<file path="config.mk">
export PLATFORM = sky130hd
export DESIGN_NAME = pps_time_discipline
export DESIGN_NICKNAME = d
export VERILOG_FILES = /design/src/ppstd_pkg.sv /design/src/ppstd_date_conv.sv /design/src/ppstd_discipline.sv /design/src/pps_time_discipline.sv
export SDC_FILE = /design/constraint.sdc
export NUM_CORES = 2
export LEC_CHECK = 0
export BUFFER_PORTS_ARGS = -buffer_cell sky130_fd_sc_hd__buf_2
export CAP_MARGIN = 15
export CELL_PAD_IN_SITES_DETAIL_PLACEMENT = 2
export CELL_PAD_IN_SITES_GLOBAL_PLACEMENT = 2
export CORE_MARGIN = 4
export CORE_UTILIZATION = 35
export CTS_CLUSTER_SIZE = 25
export DETAILED_ROUTE_END_ITERATION = 6
export HOLD_SLACK_MARGIN = 0.06
export PLACE_DENSITY = 0.68
export SLEW_MARGIN = 10
export SYNTH_ARGS = -nofsm -noshare
export SYNTH_HDL_FRONTEND = slang
export SYNTH_SLANG_ARGS = --single-unit
</file>
<file path="constraint.sdc">
create_clock -name clock -period 18.7 [get_ports clock]
set_input_delay 0 -clock clock [delete_from_list [all_inputs] [get_ports clock]]
set_output_delay 0 -clock clock [all_outputs]
set_load 0.01 [all_outputs]
</file>
<file path="src/ppstd_pkg.sv">
package ppstd_pkg;

   typedef enum logic {
      OP_PULSE = 1'b0,
      OP_TIME  = 1'b1
   } op_type;

   typedef enum logic [1:0] {
      CSR_DEBOUNCE     = 2'd0,
      CSR_MAX_INTERVAL = 2'd1,
      CSR_WINDOW_LOW   = 2'd2,
      CSR_WINDOW_HIGH  = 2'd3
   } csr_index_type;

   localparam logic [31:0] DEBOUNCE_RESET     = 32'd500000;
   localparam logic [31:0] MAX_INTERVAL_RESET = 32'd1500000;
   localparam logic [31:0] WINDOW_LOW_RESET   = 32'd300000;
   localparam logic [31:0] WINDOW_HIGH_RESET  = 32'd700999;

   localparam logic [11:0] YEAR_BASE     = 12'd1900;
   localparam logic [12:0] DIV100_MUL    = 13'd5243;
   localparam logic [31:0] SECS_PER_DAY  = 32'd86400;
   localparam logic [31:0] SECS_PER_HOUR = 32'd3600;
   localparam logic [31:0] SECS_PER_MIN  = 32'd60;

   typedef struct packed {
      op_type      op;
      logic [31:0] timestamp_us;
      logic [11:0] year;
      logic [3:0]  month;
      logic [4:0]  day;
      logic [4:0]  hour;
      logic [5:0]  minute;
      logic [5:0]  sec;
   } item_type;

   // Quotients of the calendar formula, one stage after the input register.
   typedef struct packed {
      op_type             op;
      logic [31:0]        timestamp_us;
      logic [11:0]        year;
      logic [5:0]         year_q100;
      logic signed [13:0] y;
      logic signed [10:0] t4;
      logic signed [6:0]  t100;
      logic signed [4:0]  t400;
      logic [3:0]         month;
      logic [4:0]         day;
      logic [4:0]         hour;
      logic [5:0]         minute;
      logic [5:0]         sec;
   } quot_type;

   typedef struct packed {
      op_type             op;
      logic [31:0]        timestamp_us;
      logic signed [21:0] days;
      logic [4:0]         hour;
      logic [5:0]         minute;
      logic [5:0]         sec;
   } days_type;

   typedef struct packed {
      op_type      op;
      logic [31:0] timestamp_us;
      logic [31:0] unix_value;
   } event_type;

   typedef struct packed {
      logic [31:0] unix_seconds;
      logic [31:0] interval_us;
      logic [31:0] pulse_count;
      logic        pulse_accepted;
      logic        time_loaded;
      logic        pulse_seen;
   } result_type;

   // Floor division by 100 for values below 4096 by a reciprocal multiply.
   function automatic logic [5:0] div100(input logic [11:0] x);
      logic [24:0] prod;
      prod = 25'(x) * 25'(DIV100_MUL);
      return prod[24:19];
   endfunction

   function automatic logic [13:0] magnitude(input logic signed [13:0] a);
      logic [13:0] m;
      m = a[13] ? (~a + 14'd1) : a;
      return m;
   endfunction

   // Signed divisions truncating toward zero.
   function automatic logic signed [10:0] tdiv4(input logic signed [13:0] a);
      logic [13:0] m;
      logic [10:0] q;
      m = magnitude(a);
      q = m[12:2];
      return a[13] ? signed'(~q + 11'd1) : signed'(q);
   endfunction

   function automatic logic signed [6:0] tdiv100(input logic signed [13:0] a);
      logic [13:0] m;
      logic [6:0]  q;
      m = magnitude(a);
      q = {1'b0, div100(m[11:0])};
      return a[13] ? signed'(~q + 7'd1) : signed'(q);
   endfunction

   function automatic logic signed [4:0] tdiv400(input logic signed [13:0] a);
      logic [13:0] m;
      logic [5:0]  q100;
      logic [4:0]  q;
      m = magnitude(a);
      q100 = div100(m[11:0]);
      q = {1'b0, q100[5:2]};
      return a[13] ? signed'(~q + 5'd1) : signed'(q);
   endfunction

   // Days in the months before the given one of a common year.
   // Month zero adds nothing; months above twelve add the whole year.
   function automatic logic [8:0] days_before_month(input logic [3:0] month);
      logic [8:0] d;
      case (month)
         4'd0:    d = 9'd0;
         4'd1:    d = 9'd0;
         4'd2:    d = 9'd31;
         4'd3:    d = 9'd59;
         4'd4:    d = 9'd90;
         4'd5:    d = 9'd120;
         4'd6:    d = 9'd151;
         4'd7:    d = 9'd181;
         4'd8:    d = 9'd212;
         4'd9:    d = 9'd243;
         4'd10:   d = 9'd273;
         4'd11:   d = 9'd304;
         4'd12:   d = 9'd334;
         default: d = 9'd365;
      endcase
      return d;
   endfunction

endpackage

</file>
<file path="src/ppstd_date_conv.sv">
module ppstd_date_conv (
   input  logic                  clock,
   input  logic                  reset,
   input  logic                  in_valid,
   output logic                  in_ready,
   input  ppstd_pkg::item_type   in_item,
   output logic                  out_valid,
   input  logic                  out_ready,
   output ppstd_pkg::event_type  out_event
);

   ppstd_pkg::item_type  item_ff;
   ppstd_pkg::quot_type  quot_ff, quot_in;
   ppstd_pkg::days_type  days_ff, days_in;
   ppstd_pkg::event_type evt_ff, evt_in;

   logic v0_ff, v1_ff, v2_ff, v3_ff;
   logic ld0, ld1, ld2, ld3;

   // Each stage loads when it is empty or its content moves on.
   assign ld3 = !v3_ff || out_ready;
   assign ld2 = !v2_ff || ld3;
   assign ld1 = !v1_ff || ld2;
   assign ld0 = !v0_ff || ld1;

   assign in_ready  = ld0;
   assign out_valid = v3_ff;
   assign out_event = evt_ff;

   // Stage 1: year offset and the truncated quotients.
   always_comb begin
      logic signed [13:0] y;
      y = signed'(14'(item_ff.year) - 14'(ppstd_pkg::YEAR_BASE));
      quot_in.op           = item_ff.op;
      quot_in.timestamp_us = item_ff.timestamp_us;
      quot_in.year         = item_ff.year;
      quot_in.year_q100    = ppstd_pkg::div100(item_ff.year);
      quot_in.y            = y;
      quot_in.t4           = ppstd_pkg::tdiv4(y - 14'sd69);
      quot_in.t100         = ppstd_pkg::tdiv100(y - 14'sd1);
      quot_in.t400         = ppstd_pkg::tdiv400(y + 14'sd299);
      quot_in.month        = item_ff.month;
      quot_in.day          = item_ff.day;
      quot_in.hour         = item_ff.hour;
      quot_in.minute       = item_ff.minute;
      quot_in.sec          = item_ff.sec;
   end

   // Stage 2: day count since the epoch.
   always_comb begin
      logic               leap;
      logic [11:0]        q_times_100;
      logic signed [21:0] yy;
      logic signed [21:0] month_days;
      q_times_100 = 12'(quot_ff.year_q100) * 12'd100;
      leap = (quot_ff.year[1:0] == 2'd0)
             && ((q_times_100 != quot_ff.year) || (quot_ff.year_q100[1:0] == 2'd0));
      yy = 22'(quot_ff.y);
      month_days = signed'(22'(ppstd_pkg::days_before_month(quot_ff.month)))
                   + ((leap && (quot_ff.month >= 4'd3)) ? 22'sd1 : 22'sd0);
      days_in.op           = quot_ff.op;
      days_in.timestamp_us = quot_ff.timestamp_us;
      days_in.days         = (yy - 22'sd70) * 22'sd365
                             + 22'(quot_ff.t4) - 22'(quot_ff.t100) + 22'(quot_ff.t400)
                             + month_days
                             + signed'(22'(quot_ff.day)) - 22'sd1;
      days_in.hour         = quot_ff.hour;
      days_in.minute       = quot_ff.minute;
      days_in.sec          = quot_ff.sec;
   end

   // Stage 3: seconds, modulo 2^32.
   always_comb begin
      evt_in.op           = days_ff.op;
      evt_in.timestamp_us = days_ff.timestamp_us;
      evt_in.unix_value   = 32'(days_ff.days) * ppstd_pkg::SECS_PER_DAY
                            + 32'(days_ff.hour) * ppstd_pkg::SECS_PER_HOUR
                            + 32'(days_ff.minute) * ppstd_pkg::SECS_PER_MIN
                            + 32'(days_ff.sec);
   end

   always_ff @(posedge clock) begin
      if (reset) begin
         v0_ff <= 1'b0;
         v1_ff <= 1'b0;
         v2_ff <= 1'b0;
         v3_ff <= 1'b0;
      end else begin
         if (ld0) v0_ff <= in_valid;
         if (ld1) v1_ff <= v0_ff;
         if (ld2) v2_ff <= v1_ff;
         if (ld3) v3_ff <= v2_ff;
      end
   end

   always_ff @(posedge clock) begin
      if (ld0) item_ff <= in_item;
      if (ld1) quot_ff <= quot_in;
      if (ld2) days_ff <= days_in;
      if (ld3) evt_ff  <= evt_in;
   end

endmodule

</file>
<file path="src/ppstd_discipline.sv">
module ppstd_discipline (
   input  logic                  clock,
   input  logic                  reset,
   input  logic                  csr_we,
   input  logic [1:0]            csr_index,
   input  logic [31:0]           csr_wdata,
   input  logic                  in_valid,
   output logic                  in_ready,
   input  ppstd_pkg::event_type  in_event,
   output logic                  out_valid,
   input  logic                  out_ready,
   output ppstd_pkg::result_type out_result
);

   logic [31:0] debounce_ff, max_interval_ff, window_low_ff, window_high_ff;

   logic [31:0] last_edge_ff, last_edge_in;
   logic        seen_ff, seen_in;
   logic [31:0] interval_ff, interval_in;
   logic [31:0] count_ff, count_in;
   logic [31:0] seconds_ff, seconds_in;
   logic [31:0] last_loaded_ff, last_loaded_in;

   ppstd_pkg::result_type result_ff, result_in;
   logic                  rvalid_ff;
   logic                  ld, fire;
   logic                  accepted, loaded;
   logic [31:0]           gap;

   assign ld        = !rvalid_ff || out_ready;
   assign in_ready  = ld;
   assign fire      = in_valid && ld;
   assign out_valid = rvalid_ff;
   assign out_result = result_ff;

   // Age of the event since the last accepted edge, modulo 2^32.
   assign gap = in_event.timestamp_us - last_edge_ff;

   always_comb begin
      last_edge_in   = last_edge_ff;
      seen_in        = seen_ff;
      interval_in    = interval_ff;
      count_in       = count_ff;
      seconds_in     = seconds_ff;
      last_loaded_in = last_loaded_ff;
      accepted       = 1'b0;
      loaded         = 1'b0;
      if (fire) begin
         case (in_event.op)
            ppstd_pkg::OP_PULSE: begin
               if (!seen_ff || (gap >= debounce_ff)) begin
                  if (seen_ff && (gap < max_interval_ff)) begin
                     interval_in = gap;
                  end
                  last_edge_in = in_event.timestamp_us;
                  seen_in      = 1'b1;
                  count_in     = count_ff + 32'd1;
                  seconds_in   = seconds_ff + 32'd1;
                  accepted     = 1'b1;
               end
            end
            ppstd_pkg::OP_TIME: begin
               if (in_event.unix_value != 32'd0) begin
                  if (!seen_ff) begin
                     seconds_in = in_event.unix_value;
                     loaded     = 1'b1;
                  end else if ((gap >= window_low_ff) && (gap <= window_high_ff)
                               && (last_loaded_ff != in_event.unix_value)) begin
                     seconds_in     = in_event.unix_value;
                     last_loaded_in = in_event.unix_value;
                     loaded         = 1'b1;
                  end
               end
            end
            default: begin
            end
         endcase
      end
      result_in.unix_seconds   = seconds_in;
      result_in.interval_us    = interval_in;
      result_in.pulse_count    = count_in;
      result_in.pulse_accepted = accepted;
      result_in.time_loaded    = loaded;
      result_in.pulse_seen     = seen_in;
   end

   always_ff @(posedge clock) begin
      if (reset) begin
         debounce_ff     <= ppstd_pkg::DEBOUNCE_RESET;
         max_interval_ff <= ppstd_pkg::MAX_INTERVAL_RESET;
         window_low_ff   <= ppstd_pkg::WINDOW_LOW_RESET;
         window_high_ff  <= ppstd_pkg::WINDOW_HIGH_RESET;
      end else if (csr_we) begin
         case (ppstd_pkg::csr_index_type'(csr_index))
            ppstd_pkg::CSR_DEBOUNCE:     debounce_ff     <= csr_wdata;
            ppstd_pkg::CSR_MAX_INTERVAL: max_interval_ff <= csr_wdata;
            ppstd_pkg::CSR_WINDOW_LOW:   window_low_ff   <= csr_wdata;
            ppstd_pkg::CSR_WINDOW_HIGH:  window_high_ff  <= csr_wdata;
            default: begin
            end
         endcase
      end
   end

   always_ff @(posedge clock) begin
      if (reset) begin
         last_edge_ff   <= 32'd0;
         seen_ff        <= 1'b0;
         interval_ff    <= 32'd0;
         count_ff       <= 32'd0;
         seconds_ff     <= 32'd0;
         last_loaded_ff <= 32'd0;
         rvalid_ff      <= 1'b0;
      end else begin
         last_edge_ff   <= last_edge_in;
         seen_ff        <= seen_in;
         interval_ff    <= interval_in;
         count_ff       <= count_in;
         seconds_ff     <= seconds_in;
         last_loaded_ff <= last_loaded_in;
         if (ld) rvalid_ff <= in_valid;
      end
   end

   always_ff @(posedge clock) begin
      if (fire) result_ff <= result_in;
   end

endmodule

</file>
<file path="src/pps_time_discipline.sv">
// Channel   Direction  Handshake              Payload
// req_      in         req_valid/req_ready    op, timestamp, date and time of a report
// rsp_      out        rsp_valid/rsp_ready    seconds, interval, count and status flags
// csr_      in         csr_we (no wait)       csr_index, csr_wdata
//
// One item is taken every cycle unless a stall on rsp_ holds the pipeline. The
// input, quotient, day-count and event registers convert the date to unix
// seconds, and a last stage applies it to the timing state and the result register.
// Reset (synchronous, active high) empties every stage, clears the state and
// restores the register defaults. A stall on rsp_ travels back stage by stage,
// so empty stages keep filling until the whole pipeline is full.
module pps_time_discipline (
   input  logic        clock,
   input  logic        reset,

   input  logic        csr_we,
   input  logic [1:0]  csr_index,
   input  logic [31:0] csr_wdata,

   input  logic        req_valid,
   output logic        req_ready,
   input  logic        req_op,
   input  logic [31:0] req_timestamp_us,
   input  logic [11:0] req_year,
   input  logic [3:0]  req_month,
   input  logic [4:0]  req_day,
   input  logic [4:0]  req_hour,
   input  logic [5:0]  req_minute,
   input  logic [5:0]  req_sec,

   output logic        rsp_valid,
   input  logic        rsp_ready,
   output logic [31:0] rsp_unix_seconds,
   output logic [31:0] rsp_interval_us,
   output logic [31:0] rsp_pulse_count,
   output logic        rsp_pulse_accepted,
   output logic        rsp_time_loaded,
   output logic        rsp_pulse_seen
);

   ppstd_pkg::item_type   req_item;
   ppstd_pkg::event_type  evt;
   ppstd_pkg::result_type result;
   logic                  evt_valid;
   logic                  evt_ready;

   // Gather the request fields into one item for the conversion pipeline.
   assign req_item.op           = ppstd_pkg::op_type'(req_op);
   assign req_item.timestamp_us = req_timestamp_us;
   assign req_item.year         = req_year;
   assign req_item.month        = req_month;
   assign req_item.day          = req_day;
   assign req_item.hour         = req_hour;
   assign req_item.minute       = req_minute;
   assign req_item.sec          = req_sec;

   // Date-to-seconds conversion. Pulse edges pass through it unchanged so that
   // items keep their order on the way to the state stage.
   ppstd_date_conv u_conv (
      .clock     (clock),
      .reset     (reset),
      .in_valid  (req_valid),
      .in_ready  (req_ready),
      .in_item   (req_item),
      .out_valid (evt_valid),
      .out_ready (evt_ready),
      .out_event (evt)
   );

   // Pulse qualification, seconds counter and the result register. All state
   // that an item reads is updated in the same cycle, so the next item sees it.
   ppstd_discipline u_disc (
      .clock      (clock),
      .reset      (reset),
      .csr_we     (csr_we),
      .csr_index  (csr_index),
      .csr_wdata  (csr_wdata),
      .in_valid   (evt_valid),
      .in_ready   (evt_ready),
      .in_event   (evt),
      .out_valid  (rsp_valid),
      .out_ready  (rsp_ready),
      .out_result (result)
   );

   assign rsp_unix_seconds   = result.unix_seconds;
   assign rsp_interval_us    = result.interval_us;
   assign rsp_pulse_count    = result.pulse_count;
   assign rsp_pulse_accepted = result.pulse_accepted;
   assign rsp_time_loaded    = result.time_loaded;
   assign rsp_pulse_seen     = result.pulse_seen;

endmodule
</file>
==> impl_metrics.yaml <==
synth:
  netlist_instances: 5012
  synth_compound_area_share_pct: 10.1
  synth_top_family_by_area: "adder cells"
  synthDistinctLibCells: 100
  syn_nets: 6108
  ys_seq_elements: 721
  synth-edff-count: 418
  synthArstFlopShare_pct: 0
  syn_avg_cell_area_um2: 10.2
  synth_xor_area_share_pct: 4.99
  muxShareOfSynthArea_pct: 2.05
  synth_fa_ha_area_share_pct: 28.7
  yosys.area_share.simple_pct: 10.4
  synth_warnings: 0
  syn_area_um2: 51300
  ys_seq_area_share_pct: 36.3
  ys.flop_type: "edfxtp_1"
run:
  max-cap-violations: 0
drt:
  drt_iter0_markers: 1412
  vias_per_cell: 5.01
  first_pass_iters: 5
  antenna_left: 0
  wl_per_cell_um: 20.8
  num_vias: 37100
  totalWireLength_mm: 154
  drc: 0
die:
  core_um2: 146000
  die_y_um: 391
  start_util_pct: 35.2
  rows: 140
  ios: 211
  die_w_um: 391
  die_area_um2: 153000
critical_path:
  arrival_ns: 10.95
  cp_common_cell: "inv_1"
  worstPathMaxFanout: 14
  cp_slowest_stage_delay_ns: 0.79
  crit_start: "u_conv.item_ff[30]$_DFFE_PP_"
  rr_startpoint: "u_conv.item_ff[30]$_DFFE_PP_"
  slowest_stage: "edfxtp_1"
  crit_required_ns: 19.11
  critical_path.startpoint_type: "flop"
  reg2reg_to: "u_conv.quot_ff[36]$_DFFE_PN_"
  rrSetupSlack_ns: 8.16
  end_kind: "flop"
  criticalPathCategory: "flop to flop"
  r2r_cells: 35
placement:
  gp_congestion: 0.807
  dp_slack_ns: 8.22
  place_hpwl_mm: 118
  io_buffers: 210
  numPlacedInstances: 7068
sta:
  hold_viol: 0
  finalSetupTns_ns: 0
  timing.final.ws_setup_ns: 8.16
  worst_pin_slew_ns: 1.05
  slew_headroom_pct: 29.8
  period_share_pct: 56.4
  drv_slew: 0
  setup_violations: 0
  max_freq_mhz: 94.9
  finClkSkew_ns: 0.0407
  layout_min_cycle_time_ns: 10.54
  grt_setup_unrepaired: "no"
clocking:
  cts_resized: 0
  clock_latency_ns: 0.70
  cts_tree: "yes"
  clockBufferDepth: 3
  h-tree-depth: 3
  clock-sinks: 721
  post-cts-setup-buffers: 0
  clkTransAtPathRegs_ns: 0.06
  cts_buffers: 86
  clockRootBuffer: "clkbuf_16"
worst_hold_path:
  whs_endpoint: "u_conv.item_ff[29]$_DFFE_PP_"
  min_path_type: "input port to flop"
  hold_path_depth: 2
  holdCritStartpoint: "req_year[3]"
layout:
  area_growth_pct: 15.7
  final_cell_mix: "inv_1 (880), ha_1 (666), nand2_1 (437)"
  postLayoutCoreUtil_pct: 40.8
  finalNetCount: 6508
  drive_above_1_share_pct: 8.95
  fin_cells: 7402
  num-fill-cells: 15400
  layout_commonest_cell: "inv_1"
grt:
  grt_pass1_wl_mm: 243
  grt_pass1_vias: 42100
  grtUsageTotal_pct: 20.2
  grt_max_degree: 79
  antenna_found_initial: 6
  grt_overflow: 0
run_status:
  status: "complete, no violations"
state kept, by name, summed over array words and instances, names as in the netlist, 50 cells and up, named ones only:
| name | cells |
|---|---|
| u_conv.quot_ff | 61 |
| u_disc.out_result | 99 |
| u_conv.days_ff | 72 |
| u_conv.item_ff | 71 |
| u_conv.out_event | 65 |
| u_conv.days_in | 50 |
synth_stat cells (all sizes together), types with 17 or more instances:
master / count / share of area [%]
a211oi: 23 / 0.38
a21o: 100 / 1.5
a21oi: 273 / 2.7
a221o: 25 / 0.49
a31oi: 29 / 0.37
and2: 81 / 0.99
and3: 27 / 0.33
buf: 17 / 0.20
clkbuf: 98 / 0.72
dfxtp: 303 / 12
edfxtp: 418 / 24
fa: 320 / 12
ha: 666 / 16
inv: 884 / 6.5
mux2: 41 / 0.90
mux2i: 59 / 1.2
nand2: 439 / 3.2
nand2b: 25 / 0.30
nand3: 62 / 0.61
nand4: 55 / 0.67
nor2: 255 / 1.9
nor2b: 33 / 0.40
nor3: 63 / 0.65
nor4: 35 / 0.43
o211ai: 47 / 0.69
o21a: 31 / 0.45
o21ai: 101 / 1.0
o21bai: 17 / 0.25
or2: 17 / 0.21
xnor2: 172 / 3.0
xor2: 112 / 2.0
layer usage:
metal,global-route usage (%),share of wire [%],wire length (um)
met4,4.73,1.9,2870
met1,25.4,44,68200
met5,0,0.018,27
met2,37.5,52,79200
met3,1.81,2.2,3360
worst max path at each step:
stage	to	slack [ns]	cells after the start
floorplan	u_conv.quot_ff[36]$_DFFE_PN_	9.91	37
global placement	u_conv.quot_ff[36]$_DFFE_PN_	8.71	35
detailed placement	u_conv.quot_ff[36]$_DFFE_PN_	8.22	35
CTS	u_conv.quot_ff[36]$_DFFE_PN_	8.14	35
global route	u_conv.quot_ff[36]$_DFFE_PN_	7.35	35
finish	u_conv.quot_ff[36]$_DFFE_PN_	8.16	35
through the flow:
| step | hold slack (ns) | area [um^2] |
|---|---|---|
| after global routing | 0.0640 | 59300 |
| after CTS | 0.0615 | 59300 |
| after floorplan | 0.0989 | 51300 |
| final | 0.0678 | 59300 |
| after detailed placement | 0.178 | 54700 |
| after global placement | 0.176 | 54700 |
critical path: cells and delay by family, from the launching register on:
family	cells	cell delay [ns]
adders and majority gates	7	3.07
AOI/OAI and AO/OA	11	3.01
muxes	3	1.14
buffers and inverters	7	0.88
DFF	1	0.79
xor gates and xnor gates	3	0.79
and+or+nand+nor	4	0.58
cells by family after synthesis:
kind of cell	after synthesis
fa+ha+maj	986
buf+inv	1004
xor+xnor	284
simple gates	1136
mux	100
flops	721
compound gates	781
cell type report:
class | count | area (um^2) | share of cell area [%]
Tap cell | 1917 | 2400 | 4.04
Sequential cell | 721 | 18600 | 31.4
Clock inverter | 45 | 556 | 0.936
Inverter | 889 | 3360 | 5.66
Timing Repair Buffer | 427 | 3120 | 5.25
Clock buffer | 115 | 2380 | 4.01
Multi-Input combinational cell | 3287 | 28900 | 48.7
Antenna cell | 1 | 2.50 | 0.00422
timing repair:
action,in CTS,in global routing
setup endpoints to repair,0,0
hold endpoints to repair,247,0
hold buffers,172,0
Power is not shown: default switching activity piles up to over one toggle a cycle in this logic, so the estimate is an artifact.
